### src/rtl/gha_pkg.sv
package gha_pkg;

  localparam int OP_W  = 2;
  localparam int IDX_W = 10;
  localparam int SER_W = 32;
  localparam int OBJ_W = 32;
  localparam int ST_W  = 3;
  localparam int CNT_W = 11;

  localparam logic [OP_W-1:0] OP_ALLOC   = 2'd0;
  localparam logic [OP_W-1:0] OP_FREE    = 2'd1;
  localparam logic [OP_W-1:0] OP_RESOLVE = 2'd2;

  localparam logic [ST_W-1:0] ST_OK       = 3'd0;
  localparam logic [ST_W-1:0] ST_STALE    = 3'd1;
  localparam logic [ST_W-1:0] ST_FULL     = 3'd2;
  localparam logic [ST_W-1:0] ST_NULL     = 3'd3;
  localparam logic [ST_W-1:0] ST_MISMATCH = 3'd4;

  // Commands from the controller to the datapath.
  typedef struct packed {
    logic capture;
    logic eval;
    logic alloc_fin;
    logic load_out;
  } cmd_t;

  // Status from the datapath to the controller.
  typedef struct packed {
    logic need_serial;
  } sts_t;

endpackage

### src/rtl/gha_ctrl.sv
module gha_ctrl (
  input  logic          clk_i,
  input  logic          rst_ni,
  input  logic          in_valid_i,
  output logic          in_ready_o,
  output logic          out_valid_o,
  input  logic          out_ready_i,
  output gha_pkg::cmd_t cmd_o,
  input  gha_pkg::sts_t sts_i
);

  typedef enum logic [1:0] {
    S_IDLE,
    S_EVAL,
    S_ALLOC
  } state_e;

  state_e state_q, state_d;
  logic   res_valid_q, res_valid_d;
  logic   out_valid_q, out_valid_d;
  logic   res_to_out, finish;

  assign res_to_out = res_valid_q & (~out_valid_q | out_ready_i);
  assign in_ready_o = (state_q == S_IDLE) & (~res_valid_q | res_to_out);
  assign finish     = ((state_q == S_EVAL) & ~sts_i.need_serial) | (state_q == S_ALLOC);

  assign cmd_o.capture   = in_valid_i & in_ready_o;
  assign cmd_o.eval      = (state_q == S_EVAL);
  assign cmd_o.alloc_fin = (state_q == S_ALLOC);
  assign cmd_o.load_out  = res_to_out;

  always_comb begin
    state_d = state_q;
    unique case (state_q)
      S_IDLE: begin
        if (cmd_o.capture) begin
          state_d = S_EVAL;
        end
      end
      S_EVAL: begin
        state_d = sts_i.need_serial ? S_ALLOC : S_IDLE;
      end
      S_ALLOC: begin
        state_d = S_IDLE;
      end
      default: begin
        state_d = S_IDLE;
      end
    endcase
  end

  // A finished result always finds the hold register empty, since a word is
  // only taken once the previous result has moved on.
  assign res_valid_d = finish | (res_valid_q & ~res_to_out);
  assign out_valid_d = res_to_out | (out_valid_q & ~out_ready_i);

  always_ff @(posedge clk_i or negedge rst_ni) begin
    if (!rst_ni) begin
      state_q     <= S_IDLE;
      res_valid_q <= 1'b0;
      out_valid_q <= 1'b0;
    end else begin
      state_q     <= state_d;
      res_valid_q <= res_valid_d;
      out_valid_q <= out_valid_d;
    end
  end

  assign out_valid_o = out_valid_q;

endmodule

### config.mk
export PLATFORM = sky130hd
export DESIGN_NAME = gha_ctrl
export DESIGN_NICKNAME = d
export VERILOG_FILES = /design/src/rtl/gha_pkg.sv /design/src/rtl/gha_ctrl.sv
export SDC_FILE = /design/constraint.sdc
export NUM_CORES = 1
export LEC_CHECK = 0
export ABC_AREA = 1
export BUFFER_PORTS_ARGS = -buffer_cell sky130_fd_sc_hd__buf_2
export CORE_AREA = 2 2 39 41
export CTS_CLUSTER_SIZE = 40
export DETAILED_ROUTE_END_ITERATION = 10
export DIE_AREA = 0 0 41 43
export HOLD_SLACK_MARGIN = 0.08
export MAX_ROUTING_LAYER = met4
export PLACE_DENSITY_LB_ADDON = 0.05
export RECOVER_POWER = 25
export REMOVE_ABC_BUFFERS = 1
export SETUP_SLACK_MARGIN = 0.05
export SLEW_MARGIN = 20
export SYNTH_ARGS = -nofsm -noshare
export SYNTH_HDL_FRONTEND = slang
export SYNTH_SLANG_ARGS = --single-unit
export TNS_END_PERCENT = 1
### constraint.sdc
create_clock -name clk_i -period 1.9 [get_ports clk_i]
set_input_delay 0.38 -clock clk_i [delete_from_list [all_inputs] [get_ports clk_i]]
set_output_delay 0.38 -clock clk_i [all_outputs]
set_load 0.01 [all_outputs]
# [After elaboration in Yosys (flattened, before gate mapping)]
# Cells that the tools add are included.
[totals] ff_bits=4 latch_bits=0 mem_bits_rw=0 romBits=0 input_bits=5 out_inout_bits=6 elab_cells=26 memories=0
[classes] n_addsub=0 mul=0 n_div=0 n_lt_le_gt_ge=0 eq_ne=3 n_shift=0 n_mux=3 n_bitwise=16 n_reduce_logical=1
[ops] operator="1-bit bitwise AND" count=6
[ops] operator="1-bit NOT" count=5
[ops] operator="1-bit OR" count=5
[ops] operator="2-bit 2-to-1 mux" count=2
[ops] operator="2-bit case mux with 2 select lines" count=1
[ops] operator="2-bit by 1-bit equality test with 1-bit output, second input constant" count=1
[ops] operator="2-bit equality test, second input constant" count=1
[ops] operator="2-bit zero test" count=1
[ops] operator="2-bit != test, second input constant" count=1

# [Longest topological paths before layout]
# Gate-level depths: netlist of the first run.
[depth] ltp_word=8 ltp_mapped=4 depth_no_buf=4

# [Least setup slack after synthesis of the first run]
# Ideal clock, no wire load.
[synth_path] path_type="register to output" from="register out_valid_q (netlist: out_valid_o)" to="output port cmd_o[3] (netlist name)" arrival_ps=752 required_time_ps=1520 setup_slack_ps=768 stages_incl_launch_ff=4 path_buffers=0 cell_sequence="dfrtp_1 -> nand3_2 -> nand2_1 -> nor2_1"
[synth_lines] item="from (decl)" line="gha_ctrl.sv:20" text="logic out_valid_q, out_valid_d;"
[synth_lines] item="from (signal assigned)" line="gha_ctrl.sv:65" text="out_valid_q <= out_valid_d;"
[synth_lines] item="to (decl)" line="gha_ctrl.sv:8" text="output gha_pkg::cmd_t cmd_o,"

==> results of run 1 <==
power by group through the flow:
stage / clock, µW / sequential (µW) / combinational (µW)
after floorplan: 0 / 116 / 40.2
final: 103 / 114 / 75.3
after global routing: 118 / 116 / 89.5
after detailed placement: 0 / 115 / 76.2
after global placement: 0 / 115 / 76.6
after CTS: 109 / 114 / 78.2
cells in the final DEF, fill, tap and decap left out, drive strengths merged:
| master | count |
|---|---|
| a21oi | 1 |
| buf | 9 |
| clkbuf | 4 |
| dfrtp | 4 |
| dlygate4sd3 | 1 |
| inv | 7 |
| nand2 | 5 |
| nand3 | 2 |
| nor2 | 4 |
| nor3 | 1 |
worst paths after layout:
path / to / slack, ns / depth (start not counted)
setup reg to reg: state_q[0]$_DFFE_PN0P_ / 1.14 / 3
hold / removal: state_q[0]$_DFFE_PN0P_ / 0.39 / 3
setup / recovery: cmd_o[3] / 0.48 / 4
hold reg to reg: state_q[1]$_DFFE_PN0P_ / 0.50 / 1
min in group asynchronous: out_valid_o$_DFF_PN0_ / 0.51 / 2
max in group asynchronous: res_valid_q$_DFF_PN0_ / 1.21 / 2
per-layer routing:
metal / part of all wire [%] / global-route usage, % / up-vias
met5: 0 / - / -
met4: 0 / 10.0 / 0
met1: 48 / 9.42 / 73
met2: 44 / 6.56 / 7
li1: - / - / 101
met3: 7.6 / 1.57 / 0
repair_timing:
| action | CTS | global route |
|---|---|---|
| hold buffers | 1 | 0 |
| endpoints found under the hold margin | 4 | 0 |
| setup endpoints to repair | 0 | 0 |
final cells by class:
class / count / area, µm² / area share (%)
clock buffer: 3 / 22.5 / 7.79
tap: 16 / 20.0 / 6.93
inverter: 7 / 26.3 / 9.09
sequential: 4 / 100 / 34.6
multi-input combinational: 13 / 61.3 / 21.2
timing repair buffer: 11 / 58.8 / 20.3
registers in the layout, indices dropped and copies added (netlist names):
signal       cells
state_q          2
res_valid_q      1
out_valid_o      1
per-stage QoR:
stage / util, % / hold slack [ns]
detailed placement: 18.6 / 0.191
floorplan: - / 0.0844
finish: 20.9 / 0.386
global route: 20.9 / 0.405
CTS: 21.0 / 0.377
global placement: 18.6 / 0.192
cells by family after synthesis:
logic type / count (synthesis) / synth area share, %
AO/OA/AOI/OAI: 1 / 2.56
buffers and inverters: 8 / 17.3
flip-flops: 4 / 51.3
AND/OR/NAND/NOR: 12 / 28.8
worst min-delay path: cells and delay by family:
| family | cells | cell delay, ns |
|---|---|---|
| and+or+nand+nor | 1 | 0.04 |
| buffers and inverters | 2 | 0.15 |
==> results by group, run 1 <==
STA
  • Max Clk Rate: 0.703 GHz
  • Fin crit period: 1.42 ns
  • Final setup violation count: 0
  • Setup slack after layout: 0.477 ns
  • Unrepaired setup endpoints after global routing: false
  • Clk_skew: 0.000270 ns
  • Setup TNS: 0 ns
  • Final Max Tran Viols: 0
  • Final Hold Viols: 0
  • Worst Max-Slew Pin Slew: 0.212 ns
  • Part of the cycle the worst path needs: 74.9%
  • Slew margin rel.: 85.9%

Floorplanning
  • Initial Util: 14.1%
  • IO Pins: 11
  • Die height: ~43 µm
  • Row cnt: 14
  • Die Width: 41 µm
  • Total die area: 1760 µm²
  • Core area: 1380 µm²

Worst setup path
  • CP max-delay cell: dfrtp_1
  • Crit path kind: register to primary output
  • Max stage delay on crit path: 0.40 ns
  • CP Launch Type: register
  • Crit path DAT: 1.04 ns
  • Reg2reg start: state_q[1]$_DFFE_PN0P_
  • Buf/Inv on CP: 1
  • Most used cell, CP: nor2_1
  • Critical path required time: ~1.5 ns
  • Sequence of cells on the critical path: nor2_1 > nand2_1 > nor2_1 > buf_2
  • Worst Setup SP: state_q[1]$_DFFE_PN0P_
  • Critical path's top delay family: flip-flops
  • Max FO, Critical Path: 4
  • CP endpoint kind: primary output

Power and ir drop
  • Pleak: between 0.00015 and 0.0002 µW
  • PwrDens: 1010 nW/µm²
  • Clock power share: 35.1%
  • Worst vdd ir: between 0.2 and 0.25 mV
  • Logic pwr share: approximately a quarter
  • Power, Total: 292 µW
  • Cell-internal power: slightly above 200 µW
  • Sw power: about 89 µW
  • Reg power frac: 39.0%
  • Sw Ratio: between 30% and 40%

Yosys
  • Yosys top cell by area: dfrtp_1
  • #FFs+latches synth: 4
  • Top FF cell, synth: dfrtp_1
  • Post-synthesis area per instance: 7.81 µm²
  • Top-count cell post-synth: inv_1
  • Number of distinct library cells after synthesis: 10
  • Number of synthesized flops with an enable pin: 0
  • Gate count of the mapped netlist: 25
  • Synth top area cells: dfrtp_1 (51%), inv_1 (13%), nand2_1 (9.6%)
  • Post-synth ARST share: 100%
  • Commonest cells post-synth: inv_1 (7), nand2_1 (5), dfrtp_1 (4), nor2_1 (3)
  • Register area share after synthesis: 51.3%
  • Netlist Area Pre-Place: 195 µm²
  • Yosys top cell area share: 51.3%
  • Yosys warnings: 0

GRT
  • Antenna violations before repair: 0
  • Largest net degree at the start of global routing: 5
  • Total grt overflow: 0
  • Vias in the first global route: ~170
  • Overall Global Routing Usage: 7.02%
  • Global-route wire length before repair: 717 µm

Outcome
  • Outcome: complete, no violations

Clock tree
  • Post_cts resized: 0
  • Max clock buf depth: 2
  • H-tree depth: 1
  • Clk sinks: 4
  • Clk Latency, worst-skew pair: 0.23 ns
  • Clock tree from TritonCTS: done
  • Number of setup buffers added after CTS: 0
  • Clock-pin slew on the worst setup and hold paths: 0.04 ns
  • Root Driver: clkbuf_4
  • Cts bufs inserted: 3

Placed design
  • Setup WS pre-CTS: just under 0.6 ns
  • Placed cell area: around 260 µm²
  • Routability cong.: 0.611
  • Placed Cells: 50
  • Port-buffer cells: 10
  • DP Wirelength: roughly 340 µm

Routing
  • Via Count: 181
  • DRT iter0 DRCs: 1
  • Drt drc: 0
  • Wirelength per Cell: approximately 7.3 µm
  • Drt first pass iters: 2
  • Routed Antenna Nets: 0
  • Mean number of vias per cell: 3.35
  • DRT Wirelength: 396 µm

Finish
  • Filler cell count: 163
  • Nets@finish: 45
  • Final instance area: about 290 µm²
  • Share of cells above drive strength 1: approximately 37%
  • Non-filler cells, final: 54
  • Area growth syn-to-layout: 48.1%
  • Ant diodes: 0

Run
  • Max cap viols: 0

Hold path
  • Hold_sp: in_valid_i
  • Worst Hold Class: input port to register
Note: power is estimated with default switching activity, not from simulation.
==> inputs of run 2 (changes only) <==
==> constraint.sdc (replaced) <==
create_clock -name clk_i -period 1.2 [get_ports clk_i]
set_input_delay 0.24 -clock clk_i [delete_from_list [all_inputs] [get_ports clk_i]]
set_output_delay 0.24 -clock clk_i [all_outputs]
set_load 0.01 [all_outputs]
==> run 2 against run 1 <==
Against the previous run: the run now ends with negative setup slack left; total power up 76%; final cell count up 5.6%; cell area up 13%; non-clock buffer count up 3; clock skew about the same; sequential power up 57%; utilization up 2.8 points; routed wire length up 18%; hold slack worse by 0.14 ns; register-to-register slack worse by 0.79 ns; critical path depth unchanged; setup slack worse by 0.53 ns; highest routed layer is now met4.
==> results by group, run 2 (synthesized netlist as in run 1, its figures left out) <==
Outcome
  • Outcome: finished with violations
  • Violated checks: negative setup slack

Routing
  • Drt first pass iters: 3
  • Routed Antenna Nets: 0
  • DRT Wirelength: 468 µm
  • Via Count: 199
  • Mean number of vias per cell: 3.49
  • Drt drc: 0
  • DRT iter0 DRCs: 4
  • Wirelength per Cell: 8.21 µm

Clock tree
  • Max clock buf depth: 2
  • Clock tree from TritonCTS: done
  • Cts bufs inserted: 3
  • Root Driver: clkbuf_4
  • H-tree depth: 1
  • Clk sinks: 4
  • Clk Latency, worst-skew pair: 0.23 ns
  • Clock-pin slew on the worst setup and hold paths: around 0.04 ns

GRT
  • Antenna violations before repair: 0
  • Total grt overflow: 0
  • Vias in the first global route: 190
  • Largest net degree at the start of global routing: 5
  • Global-route wire length before repair: between 700 and 800 µm
  • Overall Global Routing Usage: 7.64%

STA
  • Final Max Tran Viols: 0
  • Unrepaired setup endpoints after global routing: true
  • Clk_skew: 0.000194 ns
  • Setup slack after layout: -0.0563 ns
  • Final setup violation count: 3
  • Worst Max-Slew Pin Slew: about 0.24 ns
  • Max Clk Rate: 0.796 GHz
  • Slew margin rel.: 83.9%
  • Fin crit period: 1.26 ns
  • Setup TNS: -0.115 ns
  • Part of the cycle the worst path needs: 105%
  • Final Hold Viols: 0

Worst setup path
  • Crit path kind: register to primary output
  • Most used cell, CP: nor2_1
  • Critical path required time: 0.96 ns
  • Crit path DAT: between 1 and 1.5 ns
  • Max stage delay on crit path: 0.37 ns
  • CP max-delay cell: dfrtp_1
  • Sequence of cells on the critical path: nor2_1 > nand2_2 > nor2_1 > buf_2
  • CP endpoint kind: primary output
  • Max FO, Critical Path: 3
  • CP Launch Type: register

Finish
  • Multi-input gate area: between 70 and 80 µm²
  • Final core utilization: around a quarter
  • Share of cells above drive strength 1: a little under half
  • Filler cell count: 163
  • Max reg flops: 2
  • Commonest non-fill, non-tap cell in the layout: buf_2
  • Reg area: 100 µm²
  • Nets@finish: 48
  • Area growth syn-to-layout: 67.9%
  • Ant diodes: 0
  • Commonest cells after routing, fill and taps aside: buf_2 (8), inv_1 (7), dfrtp_1 (4)
  • Most flops, register: state_q

Floorplanning
  • Initial Util: 14.1%
  • Total die area: about 1800 µm²
  • Core area: 1380 µm²
  • Row cnt: 14
  • IO Pins: 11
  • Die height: roughly 43 µm
  • Die Width: 41 µm

Run
  • Max cap viols: 0

Placed design
  • DP Wirelength: around 360 µm
  • Routability cong.: 0.580
  • Port-buffer cells: 10

Power and ir drop
  • PwrDens: 1570 nW/µm²
  • Pleak: between 0.00015 and 0.0002 µW
  • Worst vdd ir: between 0.3 and 0.4 mV

Hold path
  • Worst Hold Class: input port to register
## run 2: cell types whose count changed in the layout (fill, tap and decap cells not counted)
cell	delta
buf_6	+1
nor2_4	+1
buf_4	+3
nand2_1	-2
buf_2	-1
nand2_2	+2
nor2_2	-1
## run 2: per-stage QoR
stage | power [µW] | hold WS (ns) | cells | instance area [µm²] | worst slack [ns]
CTS | 514 | 0.236 | 56 | 322 | -0.0699
detailed placement | 303 | 0.0554 | 50 | 258 | 0.146
floorplan | 247 | -0.0556 | 24 | 188 | 0.208
global placement | 302 | 0.0538 | 50 | 258 | 0.150
global route | 561 | 0.263 | 57 | 328 | -0.122
finish | 514 | 0.244 | 57 | 328 | -0.0563
## run 2: timing repair
action | in CTS | in global routing
buffers inserted | 2 | 1
gates resized for setup | 4 | 0
hold endpoints to repair | 4 | 0
hold buffers | 1 | 0
pin swaps | 4 | 0
setup endpoints to repair | 5 | 5
## run 2: worst paths after layout
path,start,to,slack [ns],cells after the start
max in group asynchronous,rst_ni,state_q[1]$_DFFE_PN0P_,0.62,2
min reg2reg,res_valid_q$_DFF_PN0_,out_valid_o$_DFF_PN0_,0.51,2
min,in_valid_i,state_q[0]$_DFFE_PN0P_,0.24,3
min in group asynchronous,rst_ni,state_q[0]$_DFFE_PN0P_,0.38,2
max reg2reg,state_q[0]$_DFFE_PN0P_,state_q[0]$_DFFE_PN0P_,0.35,4
max,state_q[0]$_DFFE_PN0P_,cmd_o[3],-0.06,4
## run 2: worst max-delay path: cells and delay by family (launching register included)
| kind | cells | cell delay [ns] |
|---|---|---|
| buffers and inverters | 1 | 0.13 |
| DFF | 1 | 0.37 |
| and+or+nand+nor | 3 | 0.29 |
## run 2: power breakdown
group | switching (µW) | internal [µW] | leakage [µW]
Clock | 55.7 | 112 | 0.0000138
Sequential | 19.6 | 159 | 0.0000512
Combinational | 84.4 | 83.2 | 0.000128
Total | 160 | 354 | 0.000193
## run 2: routing by layer
metal  vias to the layer above  share of wire, %  GRT usage (%)
li1                        105                 -              -
met1                        83                41           8.44
met2                         9                46           8.44
met3                         2               9.2           3.14
met4                         0               2.8           10.0
met5                         -                 0              -
## run 2: final cells by class
| class | instances | share of cell area, % |
|---|---|---|
| clock buffers | 3 | 6.87 |
| inverters | 7 | 8.02 |
| well taps | 16 | 6.11 |
| flip-flops and latches | 4 | 30.5 |
| multi-input cells | 13 | 21.8 |
| repair buffers | 14 | 26.7 |
